<file path="config.mk">
export PLATFORM = sky130hd
export DESIGN_NAME = interval_timer_three_channel_unit
export DESIGN_NICKNAME = d
export VERILOG_FILES = /design/src/pit3_pkg.sv /design/src/pit3_channel.sv /design/src/interval_timer_three_channel_unit.sv
export SDC_FILE = /design/constraint.sdc
export NUM_CORES = 1
export LEC_CHECK = 0
export BUFFER_PORTS_ARGS = -buffer_cell sky130_fd_sc_hd__buf_4
export CORE_MARGIN = 1
export CORE_UTILIZATION = 40
export CTS_BUF_LIST = sky130_fd_sc_hd__clkbuf_16
export CTS_CLUSTER_DIAMETER = 40
export DETAILED_ROUTE_END_ITERATION = 10
export PLACE_DENSITY = 0.61
export SKIP_LAST_GASP = 1
export SYNTH_ARGS = -nofsm -noshare
export SYNTH_HDL_FRONTEND = slang
export SYNTH_SLANG_ARGS = --single-unit
</file>
<file path="constraint.sdc">
create_clock -name aclk -period 8.16 [get_ports aclk]
set_input_delay 0.816 -clock aclk [delete_from_list [all_inputs] [get_ports aclk]]
set_output_delay 0.816 -clock aclk [all_outputs]
set_load 0.02 [all_outputs]
</file>
<file path="src/pit3_pkg.sv">
// Shared types and constants for the three-channel interval timer.
// Depends on nothing; every other source file imports this package.
`default_nettype none

package pit3_pkg;

    // Item kinds on the input stream.
    localparam logic [1:0] KIND_TICK  = 2'd0;
    localparam logic [1:0] KIND_READ  = 2'd1;
    localparam logic [1:0] KIND_WRITE = 2'd2;

    // Port 3 is the control word register.
    localparam logic [1:0] PORT_CTRL = 2'd3;

    // Access modes from the control word.
    localparam logic [1:0] ACC_LATCH = 2'd0;
    localparam logic [1:0] ACC_MSB   = 2'd2;
    localparam logic [1:0] ACC_WORD  = 2'd3;

    // Counting modes.
    localparam logic [2:0] MODE_RATE   = 3'd2;
    localparam logic [2:0] MODE_SQUARE = 3'd3;
    localparam logic [2:0] MODE_LAST   = 3'd5;
    localparam logic [2:0] MODE_FOLD   = 3'd4;

    // A reload byte pattern of zero means a full 65536-tick period.
    localparam logic [16:0] FULL_COUNT = 17'h10000;

    localparam int NUM_SLOTS    = 3;
    localparam int CHANNELS_DEF = 3;

    // Per-channel command decoded from one item.
    typedef struct packed {
        logic       tick;
        logic       rd;
        logic       wr;
        logic       ctrl;
        logic [7:0] data;
    } pit3_cmd_t;

    // Per-channel response for the result register.
    typedef struct packed {
        logic [7:0] rdata;
        logic       out_line;
    } pit3_rsp_t;

endpackage

`default_nettype wire

</file>
<file path="src/pit3_channel.sv">
// One timer channel: count state, latch, byte toggles and OUT line.
// Depends on pit3_pkg for the command and response structs and codes.
`default_nettype none

module pit3_channel
    import pit3_pkg::*;
(
    input  wire logic aclk,
    input  wire logic aresetn,
    input  wire pit3_cmd_t cmd,
    output pit3_rsp_t  rsp
);

    logic [16:0] reload_reg, reload_next;
    logic [15:0] phase_reg, phase_next;
    logic [16:0] elapsed_reg, elapsed_next;
    logic [2:0]  mode_reg, mode_next;
    logic [1:0]  access_reg, access_next;
    logic        rhi_reg, rhi_next;
    logic        whi_reg, whi_next;
    logic        latch_reg, latch_next;
    logic [16:0] latched_reg, latched_next;
    logic [15:0] hold_reg, hold_next;

    logic [16:0] count;
    logic [16:0] rd_count;
    logic [16:0] phase_inc;
    logic [2:0]  new_mode;
    logic        do_reload;

    // Live count from the current state.
    always_comb begin
        if (reload_reg == 17'd0) begin
            count = 17'd0;
        end else if (mode_reg == MODE_RATE || mode_reg == MODE_SQUARE) begin
            count = reload_reg - {1'b0, phase_reg};
        end else if (elapsed_reg >= reload_reg) begin
            count = 17'd0;
        end else begin
            count = reload_reg - elapsed_reg;
        end
    end

    assign rd_count  = latch_reg ? latched_reg : count;
    assign phase_inc = {1'b0, phase_reg} + 17'd1;
    assign new_mode  = (cmd.data[3:1] > MODE_LAST) ? cmd.data[3:1] - MODE_FOLD
                                                   : cmd.data[3:1];

    always_comb begin
        reload_next  = reload_reg;
        phase_next   = phase_reg;
        elapsed_next = elapsed_reg;
        mode_next    = mode_reg;
        access_next  = access_reg;
        rhi_next     = rhi_reg;
        whi_next     = whi_reg;
        latch_next   = latch_reg;
        latched_next = latched_reg;
        hold_next    = hold_reg;
        rsp.rdata    = 8'hff;
        do_reload    = 1'b0;

        if (cmd.tick) begin
            if (reload_reg != 17'd0) begin
                phase_next = (phase_inc >= reload_reg) ? 16'd0 : phase_inc[15:0];
                if (elapsed_reg < reload_reg) begin
                    elapsed_next = elapsed_reg + 17'd1;
                end
            end
        end

        if (cmd.rd) begin
            if (access_reg == ACC_MSB) begin
                rsp.rdata  = rd_count[15:8];
                latch_next = 1'b0;
            end else if (access_reg == ACC_WORD) begin
                rsp.rdata = rhi_reg ? rd_count[15:8] : rd_count[7:0];
                rhi_next  = ~rhi_reg;
                // The latch is only released once the high byte is taken.
                if (rhi_reg) begin
                    latch_next = 1'b0;
                end
            end else begin
                rsp.rdata  = rd_count[7:0];
                latch_next = 1'b0;
            end
        end

        if (cmd.ctrl) begin
            if (cmd.data[5:4] == ACC_LATCH) begin
                if (!latch_reg) begin
                    latched_next = count;
                    latch_next   = 1'b1;
                end
            end else begin
                access_next = cmd.data[5:4];
                mode_next   = new_mode;
                whi_next    = 1'b0;
                rhi_next    = 1'b0;
                latch_next  = 1'b0;
            end
        end

        if (cmd.wr) begin
            if (access_reg == ACC_WORD) begin
                if (!whi_reg) begin
                    hold_next = {8'h00, cmd.data};
                    whi_next  = 1'b1;
                end else begin
                    hold_next = {cmd.data, hold_reg[7:0]};
                    whi_next  = 1'b0;
                    do_reload = 1'b1;
                end
            end else if (access_reg == ACC_MSB) begin
                hold_next = {cmd.data, 8'h00};
                do_reload = 1'b1;
            end else begin
                hold_next = {8'h00, cmd.data};
                do_reload = 1'b1;
            end
            if (do_reload) begin
                reload_next  = (hold_next == 16'd0) ? FULL_COUNT : {1'b0, hold_next};
                phase_next   = 16'd0;
                elapsed_next = 17'd0;
            end
        end
    end

    // OUT line as it stands after this item.
    always_comb begin
        if (reload_next == 17'd0) begin
            rsp.out_line = 1'b0;
        end else if (mode_next == MODE_SQUARE) begin
            rsp.out_line = {1'b0, phase_next} < ((reload_next + 17'd1) >> 1);
        end else if (mode_next == MODE_RATE) begin
            rsp.out_line = {1'b0, phase_next} != (reload_next - 17'd1);
        end else begin
            rsp.out_line = elapsed_next >= reload_next;
        end
    end

    always_ff @(posedge aclk) begin
        if (!aresetn) begin
            reload_reg  <= '0;
            phase_reg   <= '0;
            elapsed_reg <= '0;
            mode_reg    <= '0;
            access_reg  <= '0;
            rhi_reg     <= 1'b0;
            whi_reg     <= 1'b0;
            latch_reg   <= 1'b0;
            latched_reg <= '0;
            hold_reg    <= '0;
        end else begin
            reload_reg  <= reload_next;
            phase_reg   <= phase_next;
            elapsed_reg <= elapsed_next;
            mode_reg    <= mode_next;
            access_reg  <= access_next;
            rhi_reg     <= rhi_next;
            whi_reg     <= whi_next;
            latch_reg   <= latch_next;
            latched_reg <= latched_next;
            hold_reg    <= hold_next;
        end
    end

endmodule

`default_nettype wire

</file>
<file path="src/interval_timer_three_channel_unit.sv">
// Top level of the three-channel interval timer: stream ports, input and
// result registers, command decode. Depends on pit3_pkg and pit3_channel.
`default_nettype none

// Usage:
// Each item on the slave stream is one timer clock tick, one bus read or one
// bus write on ports 0 to 3; port 3 takes control words. For every item
// exactly one result item leaves on the master stream, carrying the read
// byte (255 unless a counter channel was read) and the three OUT lines as
// they stand after the item.
// An accepted item lands in an input register; once the result register
// is free, the channel logic updates its state and the result is captured
// in the result register, which drives m_tvalid. One item is taken every
// cycle while the receiver keeps up.
// When the receiver stalls, the result register holds its item and the
// input register holds the next one, so s_tready drops only once both are
// full; nothing is lost or repeated. The one-cycle rate is set by the
// per-channel update, a single increment and compare per tick.
// Synchronous reset (aresetn low) empties both registers and returns every
// channel to the unprogrammed state: count 0, OUT low, access mode LSB.
// Channels at or above CHANNELS are absent: they read 255 and drive OUT 0.
module interval_timer_three_channel_unit
    import pit3_pkg::*;
#(
    parameter int CHANNELS = CHANNELS_DEF
) (
    input  wire logic        aclk,
    input  wire logic        aresetn,
    input  wire logic        s_tvalid,
    output logic             s_tready,
    // [1:0] kind, [3:2] port, [11:4] data, [15:12] zero
    input  wire logic [15:0] s_tdata,
    output logic             m_tvalid,
    input  wire logic        m_tready,
    // [7:0] read_data, [8] out_zero, [9] out_one, [10] out_two, [15:11] zero
    output logic [15:0]      m_tdata
);

    logic       in_valid_reg;
    logic [1:0] in_kind_reg;
    logic [1:0] in_port_reg;
    logic [7:0] in_data_reg;

    logic       out_valid_reg;
    logic [7:0] out_rdata_reg, out_rdata_next;
    logic [2:0] out_lines_reg, out_lines_next;

    logic out_free;
    logic proceed;

    pit3_cmd_t cmd   [NUM_SLOTS];
    pit3_rsp_t rsp   [NUM_SLOTS];

    // The result register frees up when empty or when its item is taken.
    assign out_free = !out_valid_reg || m_tready;
    assign proceed  = in_valid_reg && out_free;
    assign s_tready = !in_valid_reg || out_free;

    genvar c;
    generate
        for (c = 0; c < NUM_SLOTS; c++) begin : g_chan
            if (c < CHANNELS) begin : g_on
                always_comb begin
                    cmd[c].tick = proceed && in_kind_reg == KIND_TICK;
                    cmd[c].rd   = proceed && in_kind_reg == KIND_READ
                                  && in_port_reg == 2'(c);
                    cmd[c].wr   = proceed && in_kind_reg == KIND_WRITE
                                  && in_port_reg == 2'(c);
                    cmd[c].ctrl = proceed && in_kind_reg == KIND_WRITE
                                  && in_port_reg == PORT_CTRL
                                  && in_data_reg[7:6] == 2'(c);
                    cmd[c].data = in_data_reg;
                end

                pit3_channel u_chan (
                    .aclk    (aclk),
                    .aresetn (aresetn),
                    .cmd     (cmd[c]),
                    .rsp     (rsp[c])
                );
            end else begin : g_off
                always_comb begin
                    cmd[c]          = '0;
                    rsp[c].rdata    = 8'hff;
                    rsp[c].out_line = 1'b0;
                end
            end
        end
    endgenerate

    always_comb begin
        out_rdata_next = 8'hff;
        if (in_kind_reg == KIND_READ && in_port_reg != PORT_CTRL) begin
            out_rdata_next = rsp[in_port_reg].rdata;
        end
        out_lines_next = {rsp[2].out_line, rsp[1].out_line, rsp[0].out_line};
    end

    always_ff @(posedge aclk) begin
        if (!aresetn) begin
            in_valid_reg  <= 1'b0;
            out_valid_reg <= 1'b0;
        end else begin
            if (s_tready) begin
                in_valid_reg <= s_tvalid;
            end
            if (out_free) begin
                out_valid_reg <= in_valid_reg;
            end
        end
    end

    always_ff @(posedge aclk) begin
        if (s_tready && s_tvalid) begin
            in_kind_reg <= s_tdata[1:0];
            in_port_reg <= s_tdata[3:2];
            in_data_reg <= s_tdata[11:4];
        end
        if (proceed) begin
            out_rdata_reg <= out_rdata_next;
            out_lines_reg <= out_lines_next;
        end
    end

    assign m_tvalid = out_valid_reg;
    assign m_tdata  = {5'd0, out_lines_reg, out_rdata_reg};

endmodule

`default_nettype wire

</file>
==> results of run 1 <==
[cells by family (layout without fill, tap and decap cells)]
| kind of cell | count (synthesis) | in the layout | share of synthesized area [%] |
|---|---|---|---|
| buffers and inverters | 374 | 416 | 5.75 |
| DFF | 271 | 271 | 22.4 |
| xor gates and xnor gates | 257 | 257 | 8.93 |
| and+or+nand+nor | 1255 | 1255 | 24.7 |
| muxes | 27 | 27 | 1.08 |
| adders and majority gates | 306 | 306 | 15.4 |
| AOI/OAI and AO/OA | 787 | 787 | 21.7 |
| other | 1 | 5 | 0.0149 |
[through the flow]
stage	total power, mW	utilization (%)
final	4.10	45.7
after global routing	4.23	45.7
after CTS	4.14	45.7
after detailed placement	1.66	42.4
after global placement	1.66	42.4
after floorplan	1.58	-
[layout by cell type (no fill, tap or decap), types with 26 or more instances in the layout]
| master | netlist | layout |
|---|---|---|
| a211oi_1 | 60 | 60 |
| a21o_1 | 92 | 92 |
| a21oi_1 | 180 | 180 |
| a22oi_1 | 26 | 26 |
| and2_1 | 44 | 44 |
| and3_1 | 46 | 46 |
| buf_4 | 7 | 71 |
| clkbuf_16 | 0 | 61 |
| dfxtp_1 | 248 | 248 |
| ha_1 | 300 | 300 |
| inv_1 | 230 | 237 |
| nand2_1 | 200 | 200 |
| nand2b_1 | 29 | 29 |
| nand3_1 | 100 | 100 |
| nand4_1 | 75 | 75 |
| nor2_1 | 397 | 396 |
| nor2b_1 | 34 | 34 |
| nor3_1 | 167 | 167 |
| nor4_1 | 50 | 50 |
| o21a_1 | 35 | 35 |
| o21ai_0 | 120 | 120 |
| or3_1 | 28 | 28 |
| xnor2_1 | 200 | 200 |
| xor2_1 | 57 | 57 |
[critical path, stage by stage, from the launching register on]
cell and delay (ns):
dfxtp_1 0.44, and3_1 0.33, nand3_1 0.25, nor4_1 0.75
nand3_1 0.24, xnor2_1 0.19, ha_1 0.28, nand2_1 0.07
or3_1 0.42, or2_2 0.32, and3_1 0.28, and3_1 0.23
o221ai_1 0.32, inv_1 0.08, ha_1 0.32, a21o_1 0.18
a21o_1 0.17, a21o_1 0.17, a21o_1 0.18, a21o_1 0.17
a21o_1 0.17, a21oi_1 0.14, o22ai_1 0.09, a41oi_1 0.18
o211ai_1 0.12, a31oi_1 0.21
[routing by layer]
metal	share of wire [%]	track usage [%]	vias to the layer above
met5	0	0	-
met4	3.4	9.16	0
met3	6.6	3.73	160
met2	43	40.3	734
met1	47	36.5	11318
li1	-	-	11899
[area by class of cell]
cell class / count / area, um^2 / share of cell area [%]
clock inverter: 46 / 509 / 1.80
inverter: 238 / 898 / 3.17
sequential: 271 / 5660 / 20.0
multi-input combinational: 2637 / 18100 / 64.1
clock buffer: 61 / 1530 / 5.39
tap: 837 / 1050 / 3.70
timing repair buffer: 71 / 533 / 1.88
[report_power, final]
part	total, mW	internal, mW	switching [mW]
combinational	0.275	0.0948	0.180
clock	2.46	1.59	0.868
sequential	1.37	1.35	0.0146
total	4.10	3.04	1.06
[worst max path at each step]
stage / startpoint / endpoint / cells after the start
after global routing: g_chan[0].g_on.u_chan.phase_reg[0] / out_lines_reg[0] / 26
final: g_chan[0].g_on.u_chan.phase_reg[2] / out_lines_reg[0] / 25
after floorplan: g_chan[0].g_on.u_chan.phase_reg[2] / out_lines_reg[0] / 28
after detailed placement: g_chan[0].g_on.u_chan.phase_reg[2] / out_lines_reg[0] / 25
after global placement: g_chan[0].g_on.u_chan.phase_reg[2] / out_lines_reg[0] / 25
after CTS: g_chan[0].g_on.u_chan.phase_reg[2] / out_lines_reg[0] / 25
[synthesized netlist by cell type (all sizes together) (28+ instances only)]
master and n:
dfxtp 248, a22oi 35, clkbuf 107, nor3 171
a21oi 186, xnor2 200, and2 45, inv 235
and3 46, nand2b 30, a21o 92, a211oi 60
o21a 35, nand4 76, or3 28, ha 300
nor2b 34, nand3 101, xor2 57, nand2 201
o21ai 124, nor4 55, nor2 400, buf 29
==> summary.md, run 1 <==
| Metric | Value |
|---|---|
| Outcome | completed |
| Ant. Diodes | 0 |
| Crit path arrival time | around 6.9 ns |
| Vias per cell | just under 6 |
| Top Ports | 38 |
| Post-synthesis cell type with the largest combined area | dfxtp_1 |
| Dpl cells | roughly 4,000 |
| Share of layout cells above drive strength 1 | 7.22% |
| Maximum fanout along the worst path | 8 |
| Actual slew at the worst max-slew pin | around 1.1 ns |
| Fin crit period | 6.52 ns |
| Hold Path Depth | 1 |
| Peak supply drop | roughly 0.14 mV |
| Hpwl dp | approximately 65 mm |
| Largest net degree at the start of global routing | around 120 |
| Synthesis Warnings | 0 |
| Largest cells by area after synthesis | dfxtp_1 20%, ha_1 15%, xnor2_1 7.0% |
| Tcrit/Tclk final | 79.9% |
| Crit path required time | ~8.6 ns |
| Seq/Total Area, Yosys | between 20% and 30% |
| Crit Path Category | flop to flop |
| DRC | 0 |
| Reg2Reg Capture Point | out_lines_reg[0] |
| CTS root buffer | clkbuf_16 |
| Min-delay src | s_tdata[1] |
| Post-synth EDFFs | 23 |
| Die Height | roughly 250 um |
| Cts hold-fix bufs | 0 |
| P&R area growth vs syn | 12.3% |
| Die W | ~250 um |
| Via count | 24,111 |
| Clk slew on worst S/H paths | 0.06 ns |
| Initial antenna violation count | 1 |
| Post-cts sizing count | 0 |
| ANT nets after route | 0 |
| Worst Hold End | in_kind_reg[1] |
| Syn avg cell area | 7.69 um^2 |
| Hold Slack | 0.363 ns |
| Routed len/inst | between 20 and 25 um |
| RSZ-0062 raised after global routing | no |
| All-Layer GR Usage | 26.0% |
| Final hold violation count | 0 |
| H-tree Lvls | 2 |
| Starting Density | just over 40% |
| Fin. max-slew vios | 0 |
| Reg-to-Reg Start | g_chan[0].g_on.u_chan.phase_reg[2] |
| Cell depth of the worst flop-to-flop path | 25 |
| Worst Hold Class | primary input to flop |
| PortBufs | 28 |
| Power Dens Cells | about 140 nW/um^2 |
| #FFs+latches synth | 271 |
| Asr flop ratio synth | 0% |
| CP Launch Type | flop |
| Reg2Reg Setup Slack | between 1.5 and 2 ns |
| Post-Syn Area | between 20,000 and 30,000 um^2 |
| Synth Flop Type | dfxtp_1 |
| Count of cell types in the netlist | 96 |
| Lkg Pwr | 11.3 nW |
| Total core area | between 60,000 and 70,000 um^2 |
| Worst Skew | between 0.04 and 0.05 ns |
| Clk Latency, worst-skew pair | around 0.63 ns |
| Final #Nets | ~3,600 |
| Post-route insts no fill | roughly 4,200 |
| Final Instance Area | 28,300 um^2 |
| CTS sink cnt | between 200 and 300 |
| Fill cell count | ~6,300 |
| Number of global-route vias before repair | 22,521 |
| Mapped Cells | between 3,000 and 4,000 |
| Setup crit end kind | flop |
| Setup Slack @ Placement | 1.73 ns |
| Die area | 64,000 um^2 |
| Starting DRC count in detailed routing | 2,037 |
| Remaining global-route overflow | 0 |
| Max Cap Violations | 0 |
| CTS Buffer Depth | 3 |
| Post-Route WL | between 80 and 90 mm |
| Final RePlAce weighted congestion | between 0.9 and 1 |
| # Post-CTS Setup Buffers | 0 |
| Final worst slack | around 1.6 ns |
| FMAX | 0.153 GHz |
| DP Area | between 20,000 and 30,000 um^2 |
| Num CTS Buffers | just under 60 |
| Share of the synthesized area in the top cell type | a little under 20% |
| First-pass DRT Iterations | 5 |
| Row cnt | 91 |
| Final setup TNS | 0 ns |
| First-pass GRT wire length | between 100 and 150 mm |
| Setup-failing EPs final | 0 |
| CTS tree | built |
| Slew margin rel. | between 20% and 30% |
(Power assumes the default switching activity.)
==> run 2: changes to the inputs <==
clock period = 6.24 ns   (was 8.16 ns; I/O delays follow)
==> run 2 against run 1 <==
  * Via count grew 0.38%
  * Sequential power grew 31%
  * Final cell count grew 1.1%
  * Sequential share of layout area shrank 0.25 points
  * Setup slack lost 1.3 ns
  * Critical path depth grew 1
  * Global-route usage grew 0.19 points
  * Clock skew grew 0.0029 ns
  * Register-to-register slack lost 1.3 ns
  * Clock power grew 32%
  * Combinational power grew 36%
==> summary.md, run 2 (same netlist as run 1, synthesis figures left out) <==
| Metric | Value |
|---|---|
| Outcome | completed |
| Most frequent cells in the layout | 396 x nor2_1, 300 x ha_1, 248 x dfxtp_1 |
| First-pass GRT wire length | 131 mm |
| Total core area | 61,900 um^2 |
| Ant. Diodes | 0 |
| Worst Hold Class | primary input to flop |
| Number of global-route vias before repair | 22,665 |
| ANT nets after route | 0 |
| Die area | approximately 64,000 um^2 |
| Lkg Pwr | about 12 nW |
| DP Area | about 27,000 um^2 |
| DRC | 0 |
| Clk slew on worst S/H paths | around 0.060 ns |
| Maximum fanout along the worst path | 8 |
| Cts hold-fix bufs | 0 |
| P&R area growth vs syn | 13.7% |
| Remaining global-route overflow | 0 |
| All-Layer GR Usage | 26.2% |
| CTS root buffer | clkbuf_16 |
| Power Dens Cells | approximately 190 nW/um^2 |
| H-tree Lvls | 2 |
| Die W | about 250 um |
| Worst Skew | around 0.045 ns |
| Max Cap Violations | 0 |
| Met1 usage | 35.9% |
| Pwr Total | 5.41 mW |
| Clk Latency, worst-skew pair | 0.63 ns |
| Share of layout cells above drive strength 1 | 8.52% |
| Setup-failing EPs final | 0 |
| Hold Slack | around 0.17 ns |
| Starting DRC count in detailed routing | between 1,500 and 2,000 |
| Slew margin rel. | between 15 and 20% |
| Peak supply drop | slightly below 0.2 mV |
| Post-Route WL | around 85 mm |
| Crit path required time | ~6.7 ns |
| Final Instance Area | 28,700 um^2 |
| Die Height | 253 um |
| Row cnt | 91 |
| FMAX | about 0.17 GHz |
| Starting Density | 40.7% |
| CTS tree | built |
| CTS Buffer Depth | 3 |
| Routed len/inst | just over 20 um |
| Met3 usage | 4.38% |
| Via count | between 20,000 and 25,000 |
| Post-cts sizing count | 0 |
| Layer with the highest usage | met2 |
| Hpwl dp | 66.9 mm |
| # Post-CTS Setup Buffers | 0 |
| Reg2Reg Setup Slack | roughly 0.34 ns |
| Initial antenna violation count | 1 |
| Commonest non-fill, non-tap cell in the layout | nor2_1 |
| CP Launch Type | flop |
| Vias per cell | 5.75 |
| Crit Path Category | flop to flop |
| Final hold violation count | 0 |
| RSZ-0062 raised after global routing | no |
| Actual slew at the worst max-slew pin | about 1.2 ns |
| Final Core Density | a little under half |
| Crit path arrival time | approximately 6.4 ns |
| Final setup TNS | 0 ns |
| First-pass DRT Iterations | 6 |
| Top Ports | 38 |
| Final RePlAce weighted congestion | 0.953 |
| Num CTS Buffers | 57 |
| Largest net degree at the start of global routing | 166 |
| Final #Nets | roughly 3,600 |
| Setup crit end kind | flop |
| CTS sink cnt | around 270 |
| Fin. max-slew vios | 0 |
| Grt met2 use | roughly two fifths |
| PortBufs | 28 |
| Tcrit/Tclk final | 94.5% |
| Fin crit period | 5.90 ns |
run 2: cell types whose count changed in the layout (fill, tap and decap cells not counted), moves of 2 or more:
cell,change
inv_6,-5
clkinv_1,-2
buf_4,+44
bufinv_16,+4
inv_8,-4
clkinvlp_4,+7
clkinv_4,-3
clkinv_2,+6
clkbuf_16,-3
run 2: critical path: stages, from the launching register on:
cell      delay (ns)
dfxtp_1         0.42
and3_1          0.34
nand3_1         0.25
nor4_1          0.29
buf_4           0.18
nand3_1         0.13
xnor2_1         0.16
ha_1            0.28
nand2_1         0.07
or3_1           0.42
or2_2           0.32
and3_1          0.28
and3_1          0.23
o221ai_1        0.23
inv_1           0.08
ha_1            0.32
a21o_1          0.19
a21o_1          0.17
a21o_1          0.17
a21o_1          0.17
a21o_1          0.17
a21o_1          0.17
a21oi_1         0.16
o22ai_1         0.09
a41oi_1         0.18
o211ai_1        0.12
a31oi_1         0.16
run 2: area by class of cell:
type / instances / area (um^2)
clock buffer: 58 / 1450
clock inverter: 49 / 587
fill: 6265 / 33300
inverter: 238 / 898
multi-input combinational: 2637 / 18100
sequential: 271 / 5660
tap: 837 / 1050
timing repair buffer: 116 / 883
run 2: power by group:
part,switching [mW],internal (mW),leakage (nW)
Combinational,0.242,0.130,8.33
Sequential,0.0145,1.77,2.21
Clock,1.11,2.14,1.00
run 2: per-layer routing:
metal	wire length, um	part of all wire (%)	vias up
li1	-	-	11954
met1	39200	46	11367
met2	37000	44	734
met3	5720	6.8	148
met4	2700	3.2	0
met5	0	0	-
run 2: metrics by stage:
step                setup WS (ns)  std cells
CTS                         0.403       4206
global placement            0.442       4099
finish                      0.344       4206
global route               0.0104       4206
detailed placement          0.420       4099
floorplan                   0.490       3282
run 2: path summary, 6_finish.rpt:
kind | startpoint | end | cells past startpoint
setup reg to reg | g_chan[0].g_on.u_chan.phase_reg[0] | out_lines_reg[0] | 26
hold / removal | s_tdata[1] | in_kind_reg[1] | 1
setup / recovery | g_chan[0].g_on.u_chan.phase_reg[0] | out_lines_reg[0] | 26
hold reg to reg | g_chan[0].g_on.u_chan.hold_reg[2] | g_chan[0].g_on.u_chan.hold_reg[2] | 2
